===== src/hw/rtl/vpcd_pkg.sv =====
// ---------------------------------------------------------------------------
// vpcd_pkg
// Shared codes, types and constants of the vector picture command decoder.
// ---------------------------------------------------------------------------
package vpcd_pkg;

    // command stream codes
    localparam logic [7:0] CODE_ABS_LINE = 8'hF6;
    localparam logic [7:0] CODE_REL_LINE = 8'hF7;
    localparam logic [7:0] CODE_PLOT     = 8'hFA;
    localparam logic [7:0] CODE_FILL     = 8'hF8;
    localparam logic [7:0] CODE_END      = 8'hFF;

    // drawing command in progress
    typedef enum logic [2:0] {
        CMD_NONE,
        CMD_ABS,
        CMD_REL,
        CMD_PLOT,
        CMD_FILL
    } t_cmd;

    // primitive opcode on the output
    typedef enum logic [1:0] {
        OP_LINE,
        OP_PLOT,
        OP_FILL,
        OP_END
    } t_op;

    // class the front end gives each byte
    typedef enum logic [2:0] {
        KIND_DATA,
        KIND_END,
        KIND_ABS,
        KIND_REL,
        KIND_PLOT,
        KIND_FILL
    } t_kind;

    typedef struct packed {
        t_kind      kind;
        logic [7:0] code;
    } t_token;

    typedef struct packed {
        t_op        opcode;
        logic [7:0] x_from;
        logic [7:0] y_from;
        logic [7:0] x_to;
        logic [7:0] y_to;
    } t_prim;

    typedef struct packed {
        logic head_valid;
        logic full;
    } t_q_status;

endpackage


===== src/hw/rtl/vpcd_byte_if.sv =====
// ---------------------------------------------------------------------------
// vpcd_byte_if
// Valid/ready channel carrying one byte of the picture command stream.
// ---------------------------------------------------------------------------
interface vpcd_byte_if;
    logic       valid;
    logic       ready;
    logic [7:0] code_byte;

    modport source (output valid, output code_byte, input ready);
    modport sink (input valid, input code_byte, output ready);
endinterface


===== src/hw/rtl/vpcd_prim_if.sv =====
// ---------------------------------------------------------------------------
// vpcd_prim_if
// Valid/ready channel carrying one decoded drawing primitive.
// ---------------------------------------------------------------------------
interface vpcd_prim_if;
    logic       valid;
    logic       ready;
    logic [1:0] opcode;
    logic [7:0] x_from;
    logic [7:0] y_from;
    logic [7:0] x_to;
    logic [7:0] y_to;

    modport source (
        output valid, output opcode, output x_from, output y_from,
        output x_to, output y_to, input ready
    );
    modport sink (
        input valid, input opcode, input x_from, input y_from,
        input x_to, input y_to, output ready
    );
endinterface


===== src/hw/rtl/vector_picture_command_decoder.sv =====
// ---------------------------------------------------------------------------
// vector_picture_command_decoder
// Turns a vector picture byte stream into line, plot, fill and end items.
// ---------------------------------------------------------------------------
// Takes one command stream byte per cycle while the queue is not full and
// gives at most one drawing primitive per byte. A byte is classified on entry
// and waits in a two-entry queue; the back end takes one byte per cycle from
// it unless the byte's primitive meets a full output register not being taken,
// updates the argument slots and pen in that same cycle and loads the output
// register, so a primitive reaches o_prim through its queue entry and then
// the output register. The sustained rate is one byte per cycle, set by the
// back end's state update, for as long as o_prim is taken when offered;
// bytes that give no primitive move on even while the output register is full.
module vector_picture_command_decoder (
    input  logic        i_clk,
    input  logic        i_rst_n,
    vpcd_byte_if.sink   i_code,
    vpcd_prim_if.source o_prim
);

    vpcd_pkg::t_q_status w_qstat;
    vpcd_pkg::t_token    w_token;
    vpcd_pkg::t_token    w_head;
    logic                w_push;
    logic                w_pop;

    vpcd_front u_front (
        .i_code  (i_code),
        .i_qstat (w_qstat),
        .o_push  (w_push),
        .o_token (w_token)
    );

    vpcd_queue u_queue (
        .i_clk    (i_clk),
        .i_rst_n  (i_rst_n),
        .i_push   (w_push),
        .i_token  (w_token),
        .i_pop    (w_pop),
        .o_head   (w_head),
        .o_status (w_qstat)
    );

    vpcd_back u_back (
        .i_clk   (i_clk),
        .i_rst_n (i_rst_n),
        .i_head  (w_head),
        .i_qstat (w_qstat),
        .o_pop   (w_pop),
        .o_prim  (o_prim)
    );

`ifndef SYNTHESIS
    a_pop_needs_head: assert property (@(posedge i_clk) disable iff (!i_rst_n)
        w_pop |-> w_qstat.head_valid)
        else $error("back end popped an empty queue");

    a_end_fields_zero: assert property (@(posedge i_clk) disable iff (!i_rst_n)
        o_prim.valid && o_prim.opcode == vpcd_pkg::OP_END |->
            o_prim.x_from == 8'd0 && o_prim.y_from == 8'd0 &&
            o_prim.x_to == 8'd0 && o_prim.y_to == 8'd0)
        else $error("end of picture item carries nonzero coordinates");

    a_point_no_end: assert property (@(posedge i_clk) disable iff (!i_rst_n)
        o_prim.valid &&
        (o_prim.opcode == vpcd_pkg::OP_PLOT || o_prim.opcode == vpcd_pkg::OP_FILL) |->
            o_prim.x_to == 8'd0 && o_prim.y_to == 8'd0)
        else $error("plot or fill item carries an end point");

    a_full_then_pop: assert property (@(posedge i_clk) disable iff (!i_rst_n)
        w_qstat.full && !w_pop |=> w_qstat.full)
        else $error("queue lost an entry without a pop");
`endif

endmodule


===== src/hw/rtl/vpcd_front.sv =====
// ---------------------------------------------------------------------------
// vpcd_front
// Accepts command stream bytes and tags each one with its byte class.
// ---------------------------------------------------------------------------
module vpcd_front (
    vpcd_byte_if.sink           i_code,
    input  vpcd_pkg::t_q_status i_qstat,
    output logic                o_push,
    output vpcd_pkg::t_token    o_token
);

    assign i_code.ready = !i_qstat.full;
    assign o_push       = i_code.valid && !i_qstat.full;

    always_comb begin
        o_token.code = i_code.code_byte;
        unique case (i_code.code_byte)
            vpcd_pkg::CODE_END:      o_token.kind = vpcd_pkg::KIND_END;
            vpcd_pkg::CODE_ABS_LINE: o_token.kind = vpcd_pkg::KIND_ABS;
            vpcd_pkg::CODE_REL_LINE: o_token.kind = vpcd_pkg::KIND_REL;
            vpcd_pkg::CODE_PLOT:     o_token.kind = vpcd_pkg::KIND_PLOT;
            vpcd_pkg::CODE_FILL:     o_token.kind = vpcd_pkg::KIND_FILL;
            default:                 o_token.kind = vpcd_pkg::KIND_DATA;
        endcase
    end

endmodule


===== src/hw/rtl/vpcd_queue.sv =====
// ---------------------------------------------------------------------------
// vpcd_queue
// Two-entry queue of classified bytes between the front and back ends.
// ---------------------------------------------------------------------------
module vpcd_queue (
    input  logic                i_clk,
    input  logic                i_rst_n,
    input  logic                i_push,
    input  vpcd_pkg::t_token    i_token,
    input  logic                i_pop,
    output vpcd_pkg::t_token    o_head,
    output vpcd_pkg::t_q_status o_status
);

    localparam int Depth = 2;
    localparam int PtrW  = $clog2(Depth);
    localparam int CntW  = $clog2(Depth + 1);

    vpcd_pkg::t_token r_mem [Depth];
    logic [PtrW-1:0]  r_wr_ptr;
    logic [PtrW-1:0]  r_rd_ptr;
    logic [CntW-1:0]  r_count;

    always_ff @(posedge i_clk) begin
        if (i_push) begin
            r_mem[r_wr_ptr] <= i_token;
        end
    end

    always_ff @(posedge i_clk) begin
        if (!i_rst_n) begin
            r_wr_ptr <= '0;
            r_rd_ptr <= '0;
            r_count  <= '0;
        end else begin
            if (i_push) begin
                r_wr_ptr <= r_wr_ptr + PtrW'(1);
            end
            if (i_pop) begin
                r_rd_ptr <= r_rd_ptr + PtrW'(1);
            end
            r_count <= r_count + CntW'(i_push) - CntW'(i_pop);
        end
    end

    assign o_head              = r_mem[r_rd_ptr];
    assign o_status.head_valid = (r_count != '0);
    assign o_status.full       = (r_count == CntW'(Depth));

endmodule


===== src/hw/rtl/vpcd_back.sv =====
// ---------------------------------------------------------------------------
// vpcd_back
// Runs the argument collector and pen state, and registers each primitive.
// ---------------------------------------------------------------------------
module vpcd_back (
    input  logic                i_clk,
    input  logic                i_rst_n,
    input  vpcd_pkg::t_token    i_head,
    input  vpcd_pkg::t_q_status i_qstat,
    output logic                o_pop,
    vpcd_prim_if.source         o_prim
);

    localparam int Slots = 4;

    vpcd_pkg::t_cmd  r_cmd, n_cmd;
    logic [2:0]      r_wanted, n_wanted;
    logic [2:0]      r_taken, n_taken;
    logic [2:0]      r_idx, n_idx;
    logic [7:0]      r_slots [Slots];
    logic [7:0]      n_slots [Slots];
    logic [7:0]      r_pen_x, n_pen_x;
    logic [7:0]      r_pen_y, n_pen_y;
    vpcd_pkg::t_prim r_out, w_res;
    logic            r_out_valid;
    logic            w_res_valid;
    logic [7:0]      w_move_y;
    logic [7:0]      w_move_x;

    // bit 3 is the sign, bits 2..0 the magnitude
    function automatic logic [7:0] nibble_move(input logic [7:0] base,
                                               input logic [3:0] nib);
        if (nib[3]) begin
            return base - {5'd0, nib[2:0]};
        end
        return base + {5'd0, nib[2:0]};
    endfunction

    assign w_move_y = nibble_move(r_pen_y, i_head.code[3:0]);
    assign w_move_x = nibble_move(r_pen_x, i_head.code[7:4]);

    always_comb begin
        n_cmd       = r_cmd;
        n_wanted    = r_wanted;
        n_taken     = r_taken;
        n_idx       = r_idx;
        n_slots     = r_slots;
        n_pen_x     = r_pen_x;
        n_pen_y     = r_pen_y;
        w_res       = '0;
        w_res_valid = 1'b0;

        if (i_head.kind == vpcd_pkg::KIND_END) begin
            n_cmd       = vpcd_pkg::CMD_NONE;
            n_wanted    = '0;
            n_taken     = '0;
            n_idx       = '0;
            n_slots     = '{default: '0};
            n_pen_x     = '0;
            n_pen_y     = '0;
            w_res.opcode = vpcd_pkg::OP_END;
            w_res_valid = 1'b1;
        end else if (i_head.kind != vpcd_pkg::KIND_DATA && r_taken == '0) begin
            unique case (i_head.kind)
                vpcd_pkg::KIND_ABS: begin
                    n_pen_x  = '0;
                    n_pen_y  = '0;
                    n_cmd    = vpcd_pkg::CMD_ABS;
                    n_wanted = 3'd4;
                    n_idx    = '0;
                end
                vpcd_pkg::KIND_REL: begin
                    // line starts at the current pen
                    n_cmd      = vpcd_pkg::CMD_REL;
                    n_wanted   = 3'd1;
                    n_slots[0] = r_pen_y;
                    n_slots[1] = r_pen_x;
                    n_idx      = 3'd2;
                end
                vpcd_pkg::KIND_PLOT: begin
                    n_pen_x  = '0;
                    n_pen_y  = '0;
                    n_cmd    = vpcd_pkg::CMD_PLOT;
                    n_wanted = 3'd2;
                    n_idx    = '0;
                end
                vpcd_pkg::KIND_FILL: begin
                    n_pen_x  = '0;
                    n_pen_y  = '0;
                    n_cmd    = vpcd_pkg::CMD_FILL;
                    n_wanted = 3'd3;
                    n_idx    = '0;
                end
                default: begin
                end
            endcase
        end else begin
            // every other byte is argument data
            if (r_taken < r_wanted) begin
                if (r_cmd == vpcd_pkg::CMD_REL) begin
                    if (n_idx < 3'(Slots)) begin
                        n_slots[n_idx[1:0]] = w_move_y;
                        n_idx = n_idx + 3'd1;
                    end
                    if (n_idx < 3'(Slots)) begin
                        n_slots[n_idx[1:0]] = w_move_x;
                        n_idx = n_idx + 3'd1;
                    end
                    n_taken = r_taken + 3'd2;
                end else begin
                    if (n_idx < 3'(Slots)) begin
                        n_slots[n_idx[1:0]] = i_head.code;
                        n_idx = n_idx + 3'd1;
                    end
                    n_taken = r_taken + 3'd1;
                end
            end

            if (!(n_taken < n_wanted)) begin
                unique case (r_cmd)
                    vpcd_pkg::CMD_ABS, vpcd_pkg::CMD_REL: begin
                        w_res.opcode = vpcd_pkg::OP_LINE;
                        w_res.x_from = n_slots[1];
                        w_res.y_from = n_slots[0];
                        w_res.x_to   = n_slots[3];
                        w_res.y_to   = n_slots[2];
                        w_res_valid  = 1'b1;
                        // chain the next line from this end point
                        n_pen_x    = n_slots[3];
                        n_pen_y    = n_slots[2];
                        n_slots[0] = n_slots[2];
                        n_slots[1] = n_slots[3];
                        n_taken    = '0;
                        n_idx      = 3'd2;
                        n_wanted   = 3'd2;
                    end
                    vpcd_pkg::CMD_PLOT, vpcd_pkg::CMD_FILL: begin
                        w_res.opcode = (r_cmd == vpcd_pkg::CMD_PLOT) ?
                                       vpcd_pkg::OP_PLOT : vpcd_pkg::OP_FILL;
                        w_res.x_from = n_slots[1];
                        w_res.y_from = n_slots[0];
                        w_res_valid  = 1'b1;
                        n_pen_x      = n_slots[1];
                        n_pen_y      = n_slots[0];
                        n_idx        = '0;
                        n_taken      = '0;
                    end
                    default: begin
                    end
                endcase
            end
        end
    end

    // an item with no result never waits for the output register
    assign o_pop = i_qstat.head_valid &&
                   (!w_res_valid || !r_out_valid || o_prim.ready);

    always_ff @(posedge i_clk) begin
        if (!i_rst_n) begin
            r_cmd       <= vpcd_pkg::CMD_NONE;
            r_wanted    <= '0;
            r_taken     <= '0;
            r_idx       <= '0;
            r_slots     <= '{default: '0};
            r_pen_x     <= '0;
            r_pen_y     <= '0;
            r_out_valid <= 1'b0;
        end else begin
            if (o_pop) begin
                r_cmd    <= n_cmd;
                r_wanted <= n_wanted;
                r_taken  <= n_taken;
                r_idx    <= n_idx;
                r_slots  <= n_slots;
                r_pen_x  <= n_pen_x;
                r_pen_y  <= n_pen_y;
            end
            if (o_pop && w_res_valid) begin
                r_out_valid <= 1'b1;
            end else if (o_prim.ready) begin
                r_out_valid <= 1'b0;
            end
        end
    end

    always_ff @(posedge i_clk) begin
        if (o_pop && w_res_valid) begin
            r_out <= w_res;
        end
    end

    assign o_prim.valid  = r_out_valid;
    assign o_prim.opcode = r_out.opcode;
    assign o_prim.x_from = r_out.x_from;
    assign o_prim.y_from = r_out.y_from;
    assign o_prim.x_to   = r_out.x_to;
    assign o_prim.y_to   = r_out.y_to;

endmodule


===== src/flat_wrapper.sv =====
// flat-port wrapper written by rule: the top's interface ports become plain ports
module vector_picture_command_decoder_flat 
  (i_clk, i_rst_n, i_code_valid, i_code_code_byte, i_code_ready, o_prim_valid, o_prim_opcode, o_prim_x_from, o_prim_y_from, o_prim_x_to, o_prim_y_to, o_prim_ready);
  vpcd_byte_if i_code_i ();
  vpcd_prim_if o_prim_i ();
  input  logic i_clk;
  input  logic i_rst_n;
  input wire logic [$bits(i_code_i.valid)-1:0] i_code_valid;
  input wire logic [$bits(i_code_i.code_byte)-1:0] i_code_code_byte;
  output wire logic [$bits(i_code_i.ready)-1:0] i_code_ready;
  output wire logic [$bits(o_prim_i.valid)-1:0] o_prim_valid;
  output wire logic [$bits(o_prim_i.opcode)-1:0] o_prim_opcode;
  output wire logic [$bits(o_prim_i.x_from)-1:0] o_prim_x_from;
  output wire logic [$bits(o_prim_i.y_from)-1:0] o_prim_y_from;
  output wire logic [$bits(o_prim_i.x_to)-1:0] o_prim_x_to;
  output wire logic [$bits(o_prim_i.y_to)-1:0] o_prim_y_to;
  input wire logic [$bits(o_prim_i.ready)-1:0] o_prim_ready;
  assign i_code_i.valid = i_code_valid;
  assign i_code_i.code_byte = i_code_code_byte;
  assign i_code_ready = i_code_i.ready;
  assign o_prim_valid = o_prim_i.valid;
  assign o_prim_opcode = o_prim_i.opcode;
  assign o_prim_x_from = o_prim_i.x_from;
  assign o_prim_y_from = o_prim_i.y_from;
  assign o_prim_x_to = o_prim_i.x_to;
  assign o_prim_y_to = o_prim_i.y_to;
  assign o_prim_i.ready = o_prim_ready;
  vector_picture_command_decoder u_core (.i_clk(i_clk), .i_rst_n(i_rst_n), .i_code(i_code_i), .o_prim(o_prim_i));
endmodule

===== config.mk =====
export PLATFORM = sky130hd
export DESIGN_NAME = vector_picture_command_decoder_flat
export DESIGN_NICKNAME = d
export VERILOG_FILES = /design/src/hw/rtl/vpcd_pkg.sv /design/src/hw/rtl/vpcd_byte_if.sv /design/src/hw/rtl/vpcd_prim_if.sv /design/src/hw/rtl/vector_picture_command_decoder.sv /design/src/hw/rtl/vpcd_front.sv /design/src/hw/rtl/vpcd_queue.sv /design/src/hw/rtl/vpcd_back.sv /design/src/flat_wrapper.sv
export SDC_FILE = /design/constraint.sdc
export NUM_CORES = 1
export LEC_CHECK = 0
export ABC_AREA = 1
export BUFFER_PORTS_ARGS = -buffer_cell sky130_fd_sc_hd__buf_4
export CAP_MARGIN = 20
export CORE_MARGIN = 1.5
export CORE_UTILIZATION = 55
export CTS_BUF_LIST = sky130_fd_sc_hd__clkbuf_16
export DETAILED_ROUTE_END_ITERATION = 8
export HOLD_SLACK_MARGIN = 0.02
export PLACE_DENSITY = 0.73
export SYNTH_ARGS = -nofsm -noshare
export SYNTH_HDL_FRONTEND = slang
export SYNTH_SLANG_ARGS = --single-unit

===== constraint.sdc =====
create_clock -name i_clk -period 4.3 [get_ports i_clk]
set_input_delay 0.215 -clock i_clk [delete_from_list [all_inputs] [get_ports i_clk]]
set_output_delay 0.215 -clock i_clk [all_outputs]
set_load 0.005 [all_outputs]

== After elaboration in Yosys (flattened, before gate mapping) ==
Memory sizes are Yosys's and may differ from the RTL's. A register that Yosys moved wholly into a read port is not among the register bits.
Index checks and enable logic that the tools add are counted.
W data, S select, Z words.

* ROM bits: 0
* Output and inout bits: 36
* Bits in writable memories: 22
* Flip-flop bits (word level): 99
* Latch bits: 0
* Input port bits: 12
* Memories kept: 1
* Logic and storage cells: 177

* Shifts and indexed selects: 0
* Order comparisons: 8
* Div/mod/pow operators: 0
* $add $sub $neg: 12
* Multiply operators: 0
* Mux-type cells: 82
* Bitwise operators: 3
* Eq/ne operators: 21
* Reductions and logical operators: 31

{| class="wikitable"
|+ Memory list
! name !! depth !! bits a word !! rd ports !! clocked after memory_dff !! wr ports !! line !! text
|-
| u_core.u_queue.r_mem || 2 || 11 || 1 || 1 || 1 || vpcd_queue.sv:19 || <nowiki>vpcd_pkg::t_token r_mem [Depth];</nowiki>
|}

{| class="wikitable"
|+ Operator list
! kind !! number
|-
| $mux W32 || 10
|-
| $mux W8 || 13
|-
| $bwmux W32 || 3
|-
| $mux W16 || 6
|-
| $mux W3 || 25
|-
| $mux W34 || 2
|-
| $eq A8 B8 Y1 const B || 5
|-
| $pmux W18 S2 || 1
|-
| $demux W8 S2 || 2
|-
| $pmux W8 S2 || 2
|-
| $pmux W3 S4 || 2
|-
| $add A8 B3 Y8 || 2
|-
| $sub A8 B3 Y8 || 2
|-
| $pmux W3 S5 || 1
|-
| $eq A3 B2 Y1 const B || 4
|-
| $mux W1 || 12
|-
| $pmux W3 S2 || 2
|-
| $add A3 B1 Y3 const B || 3
|-
| $eq A3 B3 Y1 const B || 3
|-
| $reduce_and A4 Y1 || 2
|-
| $reduce_or A4 Y1 || 2
|-
| $eq A3 B1 Y1 const B || 2
|-
| $ge A3 B3 Y1 const B || 2
|-
| $logic_and A1 B1 Y1 || 6
|-
| other kinds (27) || 43
|}

== Logic depth before layout (Yosys ltp) ==
Gate-level depths: netlist of run 1.

* Depth in word-level cells: 19
* Depth in mapped cells: 27
* Gate-level depth less buffers: 26

== Cells and area by module ==
A second synthesis of run 1 with hierarchy kept.

* Cell total of the unflattened synthesis: 1169
* Area total of the unflattened synthesis: 8300.5 µm²

{| class="wikitable"
|+ Modules (own cells, without submodules)
! module !! cells each !! area each (µm²) !! instances
|-
| vpcd_back || 1069 || 7071.8 || 1
|-
| vpcd_queue || 67 || 1058.5 || 1
|-
| vpcd_front || 33 || 170.2 || 1
|}

== Worst setup path before layout of run 1 ==
No wires, ideal clock.

* Path kind: register -> register
* Start point: register u_core.u_back.r_wanted[2]
* End point: register u_core.u_back.r_out (netlist bit u_core.u_back.o_prim.opcode[0]) (enable)
* Buffers on the path: 1
* Slack: 0.315 ns
* Clock period less this slack: 3.985 ns
* Arrival: 3.596 ns
* Stages on the path, launching flop included: 22
* Cell sequence: dfxtp_1 inv_1 ha_1 a21oi_1 nand2_1 nor2_1 clkbuf_1 nand2_1 o221ai_1 inv_1 ha_1 nand2_1 inv_1 nand2_1 nand2_1 nand2_1 nand2_1 nand2_2 nand3_2 inv_1 nand2_1 inv_1

* Word-level cells in the longest chain between the ends: 13

{| class="wikitable"
|+ Ends and longest elaborated chain
! what !! line !! text
|-
| start: declaration || vpcd_back.sv:17 || <nowiki>logic [2:0] r_wanted, n_wanted;</nowiki>
|-
| start signal: assignment || vpcd_back.sv:172 || <nowiki>r_wanted <= n_wanted;</nowiki>
|-
| $lt A3 B3 Y1 || vpcd_back.sv:99 || <nowiki>if (r_taken < r_wanted) begin</nowiki>
|-
| $mux W3 || vpcd_back.sv:99 ||
|-
| $mux W3 || vpcd_back.sv:63 || <nowiki>end else if (i_head.kind != vpcd_pkg::KIND_DATA && r_taken == '0) begin</nowiki>
|-
| $mux W3 || vpcd_back.sv:53 || <nowiki>if (i_head.kind == vpcd_pkg::KIND_END) begin</nowiki>
|-
| $lt A3 B3 Y1 (*) || vpcd_back.sv:119 || <nowiki>if (!(n_taken < n_wanted)) begin</nowiki>
|-
| $mux W1 (*) || vpcd_back.sv:119 ||
|-
| $mux W1 (*) || vpcd_back.sv:63 ||
|-
| $mux W1 (*) || vpcd_back.sv:53 ||
|-
| $logic_not A1 Y1 || vpcd_back.sv:157 || <nowiki>(!w_res_valid || !r_out_valid || o_prim.ready);</nowiki>
|-
| $logic_or A1 B1 Y1 (2 in series) || vpcd_back.sv:157 ||
|-
| $logic_and A1 B1 Y1 || vpcd_back.sv:156 || <nowiki>assign o_pop = i_qstat.head_valid &&</nowiki>
|-
| $logic_and A1 B1 Y1 (*) || vpcd_back.sv:188 || <nowiki>if (o_pop && w_res_valid) begin</nowiki>
|-
| end signal: assignment || vpcd_back.sv:189 || <nowiki>r_out <= w_res;</nowiki>
|-
| end: declaration || vpcd_back.sv:24 || <nowiki>vpcd_pkg::t_prim r_out, w_res;</nowiki>
|}

Mark *: on every way between the ends. The rest lies on a longest branch, timed or not. The select of a mux whose other input is x is not followed.
A chain may end at the register's enable or synchronous reset.

== Worst setup path after layout of run 1 ==
* Start point: register u_core.u_back.r_wanted[2]
* End point: register u_core.u_back.r_slots[29] (netlist bit)

* Word-level cells in the longest chain between the ends: 13
* Elaborated cells between the ends (all ways): 18
* Classes of those cells: 2 x order compare; 11 x mux; 5 x reduce/logical

{| class="wikitable"
|+ Ends and longest elaborated chain
! what !! line !! text
|-
| $lt A3 B3 Y1 || vpcd_back.sv:99 ||
|-
| $mux W3 || vpcd_back.sv:99 ||
|-
| $mux W3 || vpcd_back.sv:63 ||
|-
| $mux W3 || vpcd_back.sv:53 ||
|-
| $lt A3 B3 Y1 || vpcd_back.sv:119 ||
|-
| $mux W1 || vpcd_back.sv:119 ||
|-
| $mux W1 || vpcd_back.sv:63 ||
|-
| $mux W1 || vpcd_back.sv:53 ||
|-
| $logic_not A1 Y1 || vpcd_back.sv:157 ||
|-
| $logic_or A1 B1 Y1 (2 in series) || vpcd_back.sv:157 ||
|-
| $logic_and A1 B1 Y1 || vpcd_back.sv:156 ||
|-
| $reduce_and A2 Y1 (no line) || -- ||
|-
| end signal: assignment || vpcd_back.sv:175 || <nowiki>r_slots <= n_slots;</nowiki>
|-
| end: declaration || vpcd_back.sv:20 || <nowiki>logic [7:0] r_slots [Slots];</nowiki>
|}

Parallel ways exist; a longest one is shown, timed or not. The select of a mux whose other input is x is not followed.

==> results of run 1 <==
## sequential cells by signal (all words and copies together) (netlist names), named ones only
name,cells
u_core.u_back.o_prim.y_from,8
u_core.u_back.r_slots,32
u_core.u_back.r_pen_x,8
u_core.u_back.r_wanted,3
u_core.u_queue.r_wr_ptr,1
u_core.u_queue.r_rd_ptr,1
u_core.u_back.o_prim.x_from,8
u_core.u_back.o_prim.valid,1
u_core.u_back.o_prim.opcode,2
u_core.u_queue.r_mem,22
u_core.u_queue.r_count,2
u_core.u_back.o_prim.y_to,8
u_core.u_back.r_taken,3
u_core.u_back.r_idx,3
u_core.u_back.r_cmd,3
u_core.u_back.r_pen_y,8
u_core.u_back.o_prim.x_to,8
## report_power, final
group / internal, mW / leakage, nW / switching [mW]
registers: 1.53 / 1.07 / 0.179
logic: 1.54 / 2.78 / 3.75
clock network: 0.781 / 0.260 / 0.532
## how the worst min path moves through the flow
stage | from | to | depth (start not counted) | slack [ns]
floorplan | i_code_code_byte[0] | u_core.u_queue.r_mem[0][0] | 0 | 0.31
detailed placement | i_code_code_byte[5] | u_core.u_queue.r_mem[1][5] | 1 | 0.41
CTS | i_code_valid | u_core.u_queue.r_wr_ptr | 3 | 0.09
finish | i_code_valid | u_core.u_queue.r_wr_ptr | 3 | 0.09
global route | i_code_valid | u_core.u_queue.r_wr_ptr | 3 | 0.09
global placement | i_code_code_byte[6] | u_core.u_queue.r_mem[0][6] | 1 | 0.41
## metrics by stage
| step | hold slack [ns] | worst slack (ns) | util, % | total power, mW |
|---|---|---|---|---|
| 2_1_floorplan | 0.314 | 0.315 | - | 5.23 |
| 3_3_place_gp | 0.414 | 0.615 | 60.3 | 6.79 |
| 3_5_place_dp | 0.412 | 0.528 | 60.3 | 6.81 |
| 4_1_cts | 0.0876 | 0.485 | 64.8 | 8.16 |
| 5_1_grt | 0.0857 | 0.135 | 64.8 | 8.86 |
| 6_report | 0.0921 | 0.404 | 64.8 | 8.31 |
## area by class of cell
type | instances | share of cell area [%]
multi-input combinational | 788 | 45.0
sequential | 122 | 33.3
inverter | 165 | 6.89
timing repair buffer | 74 | 6.38
clock buffer | 17 | 4.71
tap | 180 | 2.49
clock inverter | 15 | 1.26
## cells by family (layout without fill, tap and decap cells)
logic type | after synthesis | in the layout | synth area share (%)
simple gates | 487 | 487 | 26.4
compound gates | 256 | 256 | 18.4
buf+inv | 200 | 271 | 10.0
flops | 122 | 122 | 38.2
fa+ha+maj | 36 | 36 | 5.93
xor+xnor | 9 | 9 | 1.00
## cell usage after synthesis (all sizes together)
library cell  number  area [um^2]
a211oi             3         22.5
a21boi             1         7.51
a21oi             99          503
a22o               1         8.76
a22oi             11         82.6
a31oi              2         12.5
a32o               1         10.0
a32oi              6         52.6
and2               1         6.26
and3               1         6.26
buf               14         85.1
clkbuf            21         78.8
clkinv             2         7.51
dfxtp             66         1320
edfxtp            56         1680
fa                 2         40.0
ha                34          425
inv              163          614
nand2            276         1060
nand3             66          345
nand3b             3         22.5
nand4             12         90.1
nor2             110          435
nor3               8         40.0
nor4               1         6.26
o2111ai            1         8.76
o211ai             9         67.6
o21ai            105          541
o221ai             8         70.1
o22ai              7         43.8
o31ai              1         7.51
o32ai              1         8.76
or2                9         56.3
xnor2              2         17.5
xor2               7         61.3
## worst max-delay path: cells and delay by family (launching register included)
family                   cells  cell delay (ns)
flip-flops                   1             0.33
adder cells (fa/ha/maj)      2             0.58
AO/OA/AOI/OAI                2             0.36
buffers and inverters        4             0.43
AND/OR/NAND/NOR             12             2.12
## repair_timing
item | in CTS | in global routing
hold buffers | 8 | 0
hold endpoints to repair | 15 | 0
buffers inserted | 0 | 0
## layer usage
layer  routed length (um)  vias to the layer above  global-route usage [%]
li1                     -                     3805                       -
met1                 9990                     3571                    43.3
met2                11200                      419                    54.1
met3                 2370                       80                    7.81
met4                 1260                        0                    17.1
met5                    0                        -                       0
==> flow_results.org, run 1 <==
** Worst setup path
- STA classifies the critical path endpoint as a flop.
- Start point of the critical path :: u_core.u_back.r_wanted[2]
- Arrival time at the worst endpoint :: between 4 and 5 ns
- Crit path max fanout :: 17
- In this run the register-to-register setup slack is 0.40 ns.
- Type of the worst setup path :: flop to flop
- Capturing element of the worst setup path :: u_core.u_back.r_slots[29]
- The critical path goes through inv_1 > ha_1 > a21oi_1 > nand2_1 > nor2_1 > buf_4 > nand2_1 > o221ai_1 > inv_1 > ha_1 > nand2_1 > inv_1 > nand2_1 > nand2_1 > nand2_1 > nor2_2 > nand2_1 > nand3_1 > nor2_1 > nor2_1.
- Startpoint type of the worst setup path :: flop
- Reg-to-reg critical path endpoint :: u_core.u_back.r_slots[29]
- Slowest stage cell, crit path :: sky130_fd_sc_hd__nor2_2
- In this run the critical register-to-register path is launched from u_core.u_back.r_wanted[2].
- Counting stages on the worst path, the most repeated cell is sky130_fd_sc_hd__nand2_1.
- CP required :: between 4 and 5 ns
- Length in cells of the worst reg-to-reg path :: 20
- Max incr delay on CP :: just under 0.8 ns

** Logic synthesis
- Synthesis handed over a netlist of 1110 instances.
- Syn. warnings :: 0
- Yosys reg bits :: roughly 120
- Synthesis produced a netlist with a net count of between 1k and 1.5k.
- Cell area after synthesis :: approximately 0.0079 mm^2
- After synthesis, flip-flops and latches occupy 38.2% of the total area.
- Number of library cell types mapped by synthesis :: 50
- Post-synthesis average cell area :: just over 7 um^2

** GRT
- Via count of the first global-routing pass :: between 7k and 8k
- Global-route wire length before repair :: about 38000 um
- Summed over all layers, the global routing overflow is 0.
- Entering global routing, the biggest net connects 35 pins.
- Total global-route track usage :: roughly a third
- The number of antenna violations at the first check in global routing is 0.

** Timing
- Skew final :: around 0.009 ns
- Adding up every negative setup slack in the final design gives 0 ns.
- Max_slew headroom :: around 34%
- Achievable clock frequency :: about 0.26 GHz
- Final number of hold-violating endpoints :: 0
- Setup violations remaining at the end of the flow were counted as 0.
- Setup repair after global routing left no endpoint under its margin.
- Fin crit share :: about nine tenths
- Slew at the pin closest to its max-slew limit :: approximately 1 ns
- Subtracting the final worst setup slack from the clock period gives between 3 and 4 ns.
- Count of pins over their slew limit :: 0

** Floorplan
- The die is ~120 um wide.
- Count of pins on the block boundary :: 48
- Core region area :: ~0.014 mm^2
- Die Y :: roughly 120 um
- Placement row count :: 43
- Die footprint :: between 0.015 and 0.02 mm^2
- Initial standard-cell utilization of the core :: roughly 56%

** Placed design
- In this run, placement finished with an instance count of 1321.
- Cell Area, Placed :: about 0.0084 mm^2
- Routability-driven placement congestion ratio :: 1.03
- Detailed placement ended at an HPWL of 17700 um.
- Input and output buffers added on the ports amount to 47.

** Power
- Peak supply drop :: 0.000613 V
- Power Dens Cells :: 920 mW/mm^2
- For this design the static power due to leakage is 4.11 nW.

** Clocking
- Clock latency on the worst-skew pair, taken at its later pin, is approximately 0.43 ns.
- After clock tree synthesis, the clock-pin slew on the worst setup and hold paths is around 0.06 ns.
- Clock buffers created by TritonCTS :: 17
- # H-tree levels :: 4
- TritonCTS built the clock tree.
- CTS saw 122 sinks.
- Counting along the longest clock path gives a buffer depth of 2.
- Number of gates resized after CTS :: 0
- In this run the clock root is driven by a sky130_fd_sc_hd__clkbuf_16.

** Min path
- Hold Crit Class :: input port to flop

** Drt
- The count of nets left with antenna violations once routing finished came out at 0.
- After detailed routing, the number of remaining DRC violations is 0.
- Vias post-DR :: a little under 8k
- Using the TritonRoute via totals, the vias-per-cell ratio works out to about 5.8.
- In the final routed layout, each cell accounts on average for around 18 um.
- Final routed wirelength across all metal layers :: between 20000 and 25000 um
- Number of DRC markers after the initial detailed-route iteration :: just over 900
- For this run, the detailed router's first-pass iteration total came to 6.

** Cells and area
- Layout Cell Area excl Fill :: between 0.009 and 0.01 mm^2
- Synth-to-layout area growth :: 15.0%
- After filler insertion, the fill cell instance count of the layout stands at approximately 1.3k.
- Register Area :: 0.00300 mm^2
- The number of antenna diodes in the final layout is 0.
- The final layout contains 1216 nets.
- In the final layout, the multi-input gates occupy 0.00406 mm^2.
- Most common library cell in the layout ignoring fill and taps :: sky130_fd_sc_hd__nand2_1
- The finished layout holds 1361 standard cells, fillers aside.
- The post-route netlist has 10.9% of its cells at a drive strength greater than 1.
- In the layout the commonest cells are 271 x sky130_fd_sc_hd__nand2_1, 156 x sky130_fd_sc_hd__inv_1, 105 x sky130_fd_sc_hd__nor2_1.

** Status
- The flow ran to the end, and the final reports show no timing, DRC or antenna violations.

** Job
- Max-capacitance violation count :: 0
No activity file was read; power rests on OpenSTA's default activity.
==> inputs of run 2 (changes only) <==
--- a/config.mk
+++ b/config.mk
@@ -10,7 +10,6 @@
 export CAP_MARGIN = 20
 export CORE_MARGIN = 1.5
 export CORE_UTILIZATION = 55
-export CTS_BUF_LIST = sky130_fd_sc_hd__clkbuf_16
 export DETAILED_ROUTE_END_ITERATION = 8
 export HOLD_SLACK_MARGIN = 0.02
 export PLACE_DENSITY = 0.73
==> run 2 against run 1 <==
  * The flow now finishes with violations (design-rule violations)
  * Non-clock buffer count unchanged
  * Sequential cell count is the same
  * Setup slack worse by 0.022 ns
  * Final cell count did not move
  * Via count is 0.17% higher
  * Count of clock-buffer cells in the layout grew 5
  * Total power grew 0.39%
  * Utilization up 0.14 points
  * Clock skew about the same
  * Register-to-register slack lost 0.02 ns
  * Routed wire length about the same
  * Maximum frequency fell by 0.55%
  * Critical endpoint unchanged
  * Largest power group unchanged
  * Highest routed layer unchanged
==> flow_results.org, run 2 (same netlist as run 1, synthesis figures left out) <==
** Floorplan
- The number of rows created at floorplan came to 43 (unchanged).
- Count of pins on the block boundary :: 48 (unchanged)
- The initial standard-cell utilization of the core came to 56.3% (unchanged).
- The total die area is 0.0150 mm^2 (unchanged).
- The die width is 122 um (unchanged).
- The die boundary height is 122 um (unchanged).
- The placeable core area was 0.0139 mm^2 (unchanged).

** GRT
- The number of antenna violations at the first check in global routing is 0 (unchanged).
- Pin count of the biggest net entering global routing :: 35 (unchanged)
- The global-route wire length before repair is 38000 um (about the same).
- The overflow left after global routing was 0 (unchanged).
- Total global-route track usage :: 34.0% (about the same)
- The via count of the first global-routing pass came to 7013 (was 7017).

** Power
- The power density relative to cell area was 922 mW/mm^2 (was 920 mW/mm^2).
- Total leakage power :: 4.11 nW (about the same)
- Post-route total power :: 8.34 mW (was 8.31 mW)
- The largest vdd supply drop is 0.000614 V (was 0.000613 V).

** Worst setup path
- Critical path cell sequence: inv_1 > ha_1 > a21oi_1 > nand2_1 > nor2_1 > buf_4 > nand2_1 > o221ai_1 > inv_1 > ha_1 > nand2_1 > inv_1 > nand2_1 > nand2_1 > nand2_1 > nor2_2 > nand2_1 > nand3_1 > nor2_1 > nor2_1 (unchanged).
- The sort of element at the end of the critical path is a flop (unchanged).
- Slowest stage cell, crit path :: sky130_fd_sc_hd__nor2_2 (unchanged)
- Startpoint type of the worst setup path :: flop (unchanged)
- The delay of the slowest cell on the worst path was 0.79 ns (was 0.77 ns).
- The largest fanout on the critical path came to 17 (unchanged).
- Type of the worst setup path :: flop to flop (unchanged)
- Cell repeated most along the worst path :: sky130_fd_sc_hd__nand2_1 (unchanged)
- The worst path buffer plus inverter count is 4 (unchanged).
- CP top delay family :: simple AND/OR/NAND/NOR gates (unchanged)
- Arrival time at the worst endpoint :: 4.27 ns (was 4.25 ns)
- CP required :: 4.66 ns (about the same)

** Cells and area
- The final net count is 1216 (unchanged).
- The most frequent standard cell in the layout excluding fill and tap cells is sky130_fd_sc_hd__nand2_1 (unchanged).
- Top Registers: u_core.u_back.r_slots x32, u_core.u_queue.r_mem x22 (unchanged).
- Most flop-heavy register :: u_core.u_back.r_slots (unchanged)
- Max reg flops :: 32 (unchanged)
- Synth-to-layout area growth :: 15.2% (was 15.0%)
- Antenna diode count :: 0 (unchanged)
- The share of cells above drive strength 1 came to 11.1% (was 10.9%).
- Most frequent cells in the layout: 271 x sky130_fd_sc_hd__nand2_1, 153 x sky130_fd_sc_hd__inv_1, 105 x sky130_fd_sc_hd__nor2_1 (was 271 x sky130_fd_sc_hd__nand2_1, 156 x sky130_fd_sc_hd__inv_1, 105 x sky130_fd_sc_hd__nor2_1).

** Clocking
- TritonCTS clock tree :: done (unchanged)
- Sinks on Clock Net :: 122 (unchanged)
- # H-tree levels :: 4 (unchanged)
- The number of setup buffers added after CTS was 0 (unchanged).
- CTS Root Buffer Type :: sky130_fd_sc_hd__clkbuf_16 (unchanged)
- The clock latency reported for the late side of the worst-skew pair was 0.42 ns (was 0.43 ns).
- The clock input transition at the sequential cells of the worst setup and hold paths came to 0.06 ns (about the same).
- The number of CTS-inserted buffers came to 17 (unchanged).
- The maximum root-to-sink buffer count is 2 (unchanged).

** Timing
- Skew final :: 0.00889 ns (was 0.00893 ns)
- Achievable clock frequency :: 0.255 GHz (was 0.257 GHz)
- RSZ-0062 raised after global routing :: no (unchanged)
- Final total negative setup slack :: 0 ns (unchanged)
- Final WS setup :: 0.382 ns (was 0.404 ns)
- Final setup violation count :: 0 (unchanged)
- The period utilization is 91.1% (was 90.6%).
- Final number of hold-violating endpoints :: 0 (unchanged)
- Max_slew headroom :: 32.5% (was 34.2%)
- The pin slew with the least headroom to its limit is 1.01 ns (was 0.986 ns).
- Minimum period implied by the final worst setup slack :: 3.92 ns (was 3.90 ns)
- Count of pins over their slew limit :: 0 (unchanged)

** Drt
- DRC violation count after routing :: 1 (was 0)
- Post-route antenna net violation count :: 0 (unchanged)
- Routed wire per std cell :: 18.3 um (about the same)
- The wire length reported by the detailed router is 24800 um (about the same).
- Number of DRC markers after the initial detailed-route iteration :: 988 (was 909)
- The per-cell via count in the routed design was 5.80 (was 5.79).
- Vias post-DR :: 7888 (was 7875)
- Number of detailed-route iterations in the first pass :: 8 (was 6)

** Status
- Result of the run :: finished with violations (was complete, no violations)
- Failing checks :: design-rule violations

** Min path
- The worst min-delay path class is input port to flop (unchanged).

** Placed design
- PortBufs :: 47 (unchanged)
- The sum of net half-perimeters after detailed placement was 17700 um (unchanged).
- The placer congestion estimate was 1.03 (unchanged).
- Setup slack after placement :: 0.528 ns (unchanged)

** Job
- The max-capacitance violation count was 0 (unchanged).
-- run 2: worst paths after layout --
path | start | end | slack (ns) | cells after the start
max reg2reg | u_core.u_back.r_wanted[2] | u_core.u_back.r_slots[29] | 0.38 | 20
min reg2reg | u_core.u_queue.r_rd_ptr | u_core.u_queue.r_rd_ptr | 0.46 | 1
min | i_code_valid | u_core.u_queue.r_wr_ptr | 0.09 | 3
max | u_core.u_back.r_wanted[2] | u_core.u_back.r_slots[29] | 0.38 | 20
-- run 2: layout make-up --
type | instances | area [um^2]
inverter | 165 | 622
clock buffer | 22 | 464
timing repair buffer | 74 | 576
tap | 180 | 225
sequential | 122 | 3000
multi-input combinational | 788 | 4060
clock inverter | 10 | 95.1
fill | 1274 | 4890
-- run 2: what timing repair did --
item,CTS,global route
resized for setup,0,0
hold endpoints to repair,15,0
endpoints found under the setup margin,0,0
hold buffers,8,0
-- run 2: worst register-to-register path: cells and delay by family, from the launching register on --
family	cells	cell delay [ns]
buf+inv	4	0.44
compound gates	2	0.36
simple gates	12	2.14
fa+ha+maj	2	0.58
flops	1	0.34
-- run 2: metal layers --
metal,GRT usage [%],wire length [um]
met5,0,0
met4,17.1,1230
met3,7.81,2400
met2,54.2,11200
met1,43.3,9970
-- run 2: where the power goes --
part,internal [mW],switching [mW]
clock,0.824,0.533
sequential,1.53,0.179
combinational,1.54,3.73
total,3.89,4.45
-- run 2: per-stage QoR --
| stage | hold slack [ns] | cell area (um^2) | cells | utilization, % |
|---|---|---|---|---|
| CTS | 0.0876 | 9050 | 1361 | 64.9 |
| detailed placement | 0.412 | 8410 | 1321 | 60.3 |
| finish | 0.0936 | 9050 | 1361 | 64.9 |
| global placement | 0.414 | 8410 | 1321 | 60.3 |
| global route | 0.0857 | 9050 | 1361 | 64.9 |
| floorplan | 0.314 | 7850 | 1110 | - |
==> inputs of run 3 (changes only) <==
--- a/config.mk
+++ b/config.mk
@@ -8,11 +8,13 @@
 export ABC_AREA = 1
 export BUFFER_PORTS_ARGS = -buffer_cell sky130_fd_sc_hd__buf_4
 export CAP_MARGIN = 20
+export CELL_PAD_IN_SITES_DETAIL_PLACEMENT = 1
+export CELL_PAD_IN_SITES_GLOBAL_PLACEMENT = 1
 export CORE_MARGIN = 1.5
-export CORE_UTILIZATION = 55
+export CORE_UTILIZATION = 45
 export DETAILED_ROUTE_END_ITERATION = 8
 export HOLD_SLACK_MARGIN = 0.02
-export PLACE_DENSITY = 0.73
+export PLACE_DENSITY_LB_ADDON = 0.1
 export SYNTH_ARGS = -nofsm -noshare
 export SYNTH_HDL_FRONTEND = slang
 export SYNTH_SLANG_ARGS = --single-unit
==> run 3 against run 2 <==
  * The run now ends clean
  * Sequential power about the same
  * Register-to-register slack worse by 0.15 ns
  * Count of clock-buffer cells in the layout down 2
  * First-iteration DRC count down 42%
  * Critical path depth down 4
  * Via count up 3.9%
  * Setup slack worse by 0.15 ns
  * Die area up 22%
  * Highest routed layer unchanged
==> flow_results.org, run 3 (same netlist as run 1, synthesis figures left out) <==
** Drt
- The antenna violation net count after detailed routing is 0 (unchanged).
- Final routed wirelength across all metal layers :: 30600 um (was 24800 um)
- Number of detailed-route iterations in the first pass :: 5 (was 8)
- The detailed router's first-iteration violation count was 573 (was 988).
- Routed wire per std cell :: 21.6 um (was 18.3 um)
- DRC violation count after routing :: 0 (was 1)
- The per-cell via count in the routed design is 5.79 (was 5.80).
- The total number of vias was 8197 (was 7888).

** GRT
- Global-route track usage on met3 :: 5.93% (was 7.81%)
- Met1 layer usage reported by global route :: 42.0% (was 43.3%)
- The via count of the first global-routing pass was 8383 (was 7013).
- The total routing resource utilization after global routing is 34.7% (was 34.0%).
- Pin count of the biggest net entering global routing :: 35 (unchanged)
- The global-route wire length before repair was 47000 um (was 38000 um).
- The layer with the highest usage after global routing is met2 (unchanged).
- Global route total overflow :: 0 (unchanged)
- The number of antenna violations at the first check in global routing came to 0 (unchanged).
- The fraction of met2 tracks used by global routing came to 58.3% (was 54.2%).

** Floorplan
- The initial standard-cell utilization of the core is 45.7% (was 56.3%).
- The placeable core area came to 0.0172 mm^2 (was 0.0139 mm^2).
- The number of rows created at floorplan was 48 (was 43).
- Count of pins on the block boundary :: 48 (unchanged)
- Die Y :: 135 um (was 122 um)
- Die footprint :: 0.0182 mm^2 (was 0.0150 mm^2)
- The die width was 135 um (was 122 um).

** Placed design
- Cell count after placement :: 1374 (was 1321)
- Sum of net half-perimeters after detailed placement :: 21800 um (was 17700 um)
- The post-placement worst setup slack was 0.206 ns (was 0.528 ns).
- The placer congestion estimate is 0.932 (was 1.03).
- PortBufs :: 47 (unchanged)
- The post-place instance area came to 0.00854 mm^2 (was 0.00841 mm^2).

** Cells and area
- Top Registers :: u_core.u_back.r_slots x32, u_core.u_queue.r_mem x22 (unchanged)
- The antenna diode count is 0 (unchanged).
- Fillers :: 2242 (was 1274)
- The flip-flop count of the largest register after layout came to 32 (unchanged).
- The register with the highest flop count was u_core.u_back.r_slots (unchanged).
- Most frequent cells in the layout :: 271 x sky130_fd_sc_hd__nand2_1, 153 x sky130_fd_sc_hd__inv_1, 105 x sky130_fd_sc_hd__nor2_1 (unchanged)
- The final standard cell count with taps included and fillers excluded is 1416 (was 1361).
- The final core utilization was 54.0% (was 64.9%).
- Most common library cell in the layout ignoring fill and taps :: sky130_fd_sc_hd__nand2_1 (unchanged)
- The area growth from synthesis to layout is 18.2% (was 15.2%).
- Fraction of final layout cells with drive strength greater than 1 :: 12.1% (was 11.1%)
- The final instance area is 0.00928 mm^2 (was 0.00905 mm^2).
- Number of nets in the finished design :: 1226 (was 1216)

** Timing
- The total setup violations reported at the end of the flow is 0 (unchanged).
- Max_slew headroom :: 21.6% (was 32.5%)
- Final WS setup :: 0.236 ns (was 0.382 ns)
- Count of pins over their slew limit :: 0 (unchanged)
- Final number of hold-violating endpoints :: 0 (unchanged)
- Slew at the pin closest to its max-slew limit :: 1.18 ns (was 1.01 ns)
- The clock tree skew after final layout was 0.0106 ns (was 0.00889 ns).
- Minimum period implied by the final worst setup slack :: 4.06 ns (was 3.92 ns)
- The maximum clock frequency was 0.246 GHz (was 0.255 GHz).
- The period utilization came to 94.5% (was 91.1%).

** Clocking
- The maximum root-to-sink buffer count came to 2 (unchanged).
- The clock tree from TritonCTS was done (unchanged).
- The clock input transition at the sequential cells of the worst setup and hold paths is 0.06 ns (about the same).
- The clock latency reported for the late side of the worst-skew pair came to 0.44 ns (was 0.42 ns).
- CTS Root Buffer Type :: sky130_fd_sc_hd__clkbuf_16 (unchanged)
- The number of sinks on the clock net came to 122 (unchanged).
- # H-tree levels :: 4 (unchanged)
- The number of CTS-inserted buffers came to 17 (unchanged).

** Worst setup path
- CP top delay family :: compound AO/OA/AOI/OAI gates (was simple AND/OR/NAND/NOR gates)
- Critical path cell sequence: inv_2 > nand2_1 > and2_0 > inv_1 > buf_4 > nand2_1 > o21ai_0 > fa_1 > xor2_1 > o21ai_0 > o211ai_1 > o21ai_0 > a21boi_0 > o21ai_0 > nor3_1 > nor2_1 (was inv_1 > ha_1 > a21oi_1 > nand2_1 > nor2_1 > buf_4 > nand2_1 > o221ai_1 > inv_1 > ha_1 > nand2_1 > inv_1 > nand2_1 > nand2_1 > nand2_1 > nor2_2 > nand2_1 > nand3_1 > nor2_1 > nor2_1).
- Crit path max fanout :: 14 (was 17)
- The kind of start point of the critical path is a flop (unchanged).
- Bufs and invs on worst path :: 3 (was 4)
- The data required time at the worst endpoint came to 4.63 ns (was 4.66 ns).
- The slowest stage cell on the critical path is sky130_fd_sc_hd__fa_1 (was sky130_fd_sc_hd__nor2_2).
- The most prevalent standard cell on the critical path is sky130_fd_sc_hd__o21ai_0 (was sky130_fd_sc_hd__nand2_1).
- The sort of element at the end of the critical path was a flop (unchanged).
- Type of the worst setup path :: flop to flop (unchanged)
- The data arrival time at the worst-slack endpoint is 4.39 ns (was 4.27 ns).
- The delay of the slowest cell on the worst path was 0.53 ns (was 0.79 ns).

** Power
- The total power draw was 9.05 mW (was 8.34 mW).
- Peak supply drop :: 0.000518 V (was 0.000614 V)
- The leakage power of the design came to 4.21 nW (was 4.11 nW).
- Power Dens Cells :: 975 mW/mm^2 (was 922 mW/mm^2)

** Status
- Result of the run: complete, no violations (was finished with violations).

** Job
- The max-capacitance violation count is 0 (unchanged).

** Min path
- The worst min-delay path class is input port to flop (unchanged).
run 3: cell count changes in the layout (fill, tap and decap cells not counted), sizes merged:
cell / delta
buf: +10
bufinv: +3
clkinv: +1
inv: +1
clkinvlp: -3
clkbuf: -2
run 3: timing repair:
item,CTS,global route
hold endpoints to repair,16,0
endpoints found under the setup margin,0,69
hold buffers,8,0
buffers inserted,0,1
gates resized for setup,0,3
run 3: per-stage QoR:
step	hold WS (ns)	TNS, ns
2_1_floorplan	0.314	0
3_3_place_gp	0.413	0
5_1_grt	0.0699	-0.00285
3_5_place_dp	0.416	0
6_report	0.0609	0
4_1_cts	0.0646	0
run 3: path summary, 6_finish.rpt:
| check | start | endpoint | slack [ns] | cells past startpoint |
|---|---|---|---|---|
| setup / recovery | flop | u_core.u_back.r_slots[26] | 0.24 | 16 |
| hold / removal | i_code_valid | u_core.u_queue.r_wr_ptr | 0.06 | 3 |
| setup reg to reg | flop | u_core.u_back.r_slots[26] | 0.24 | 16 |
| hold reg to reg | u_core.u_queue.r_rd_ptr | flop | 0.45 | 1 |
run 3: layout make-up:
class	instances	area [um^2]	area share, %
Clock buffer	20	458	4.93
Timing Repair Buffer	84	663	7.14
Tap cell	225	282	3.03
Sequential cell	122	3000	32.4
Multi-Input combinational cell	788	4070	43.8
Clock inverter	12	188	2.02
Inverter	165	622	6.70
run 3: layer usage:
layer	part of all wire (%)	wire (um)
met3	7.0	2150
met2	48	14600
met4	5.1	1550
met5	0	0
met1	40	12200
run 3: where the power goes:
part | internal, mW | leakage, nW | total (mW) | switching, mW
clock network | 1.01 | 0.307 | 1.61 | 0.594
logic | 1.65 | 2.84 | 5.73 | 4.08
registers | 1.53 | 1.07 | 1.72 | 0.189
run 3: worst min-delay path, stage by stage:
cell                      delay (ns)
sky130_fd_sc_hd__buf_4          0.08
sky130_fd_sc_hd__a21oi_1        0.05
sky130_fd_sc_hd__nor3_1         0.11
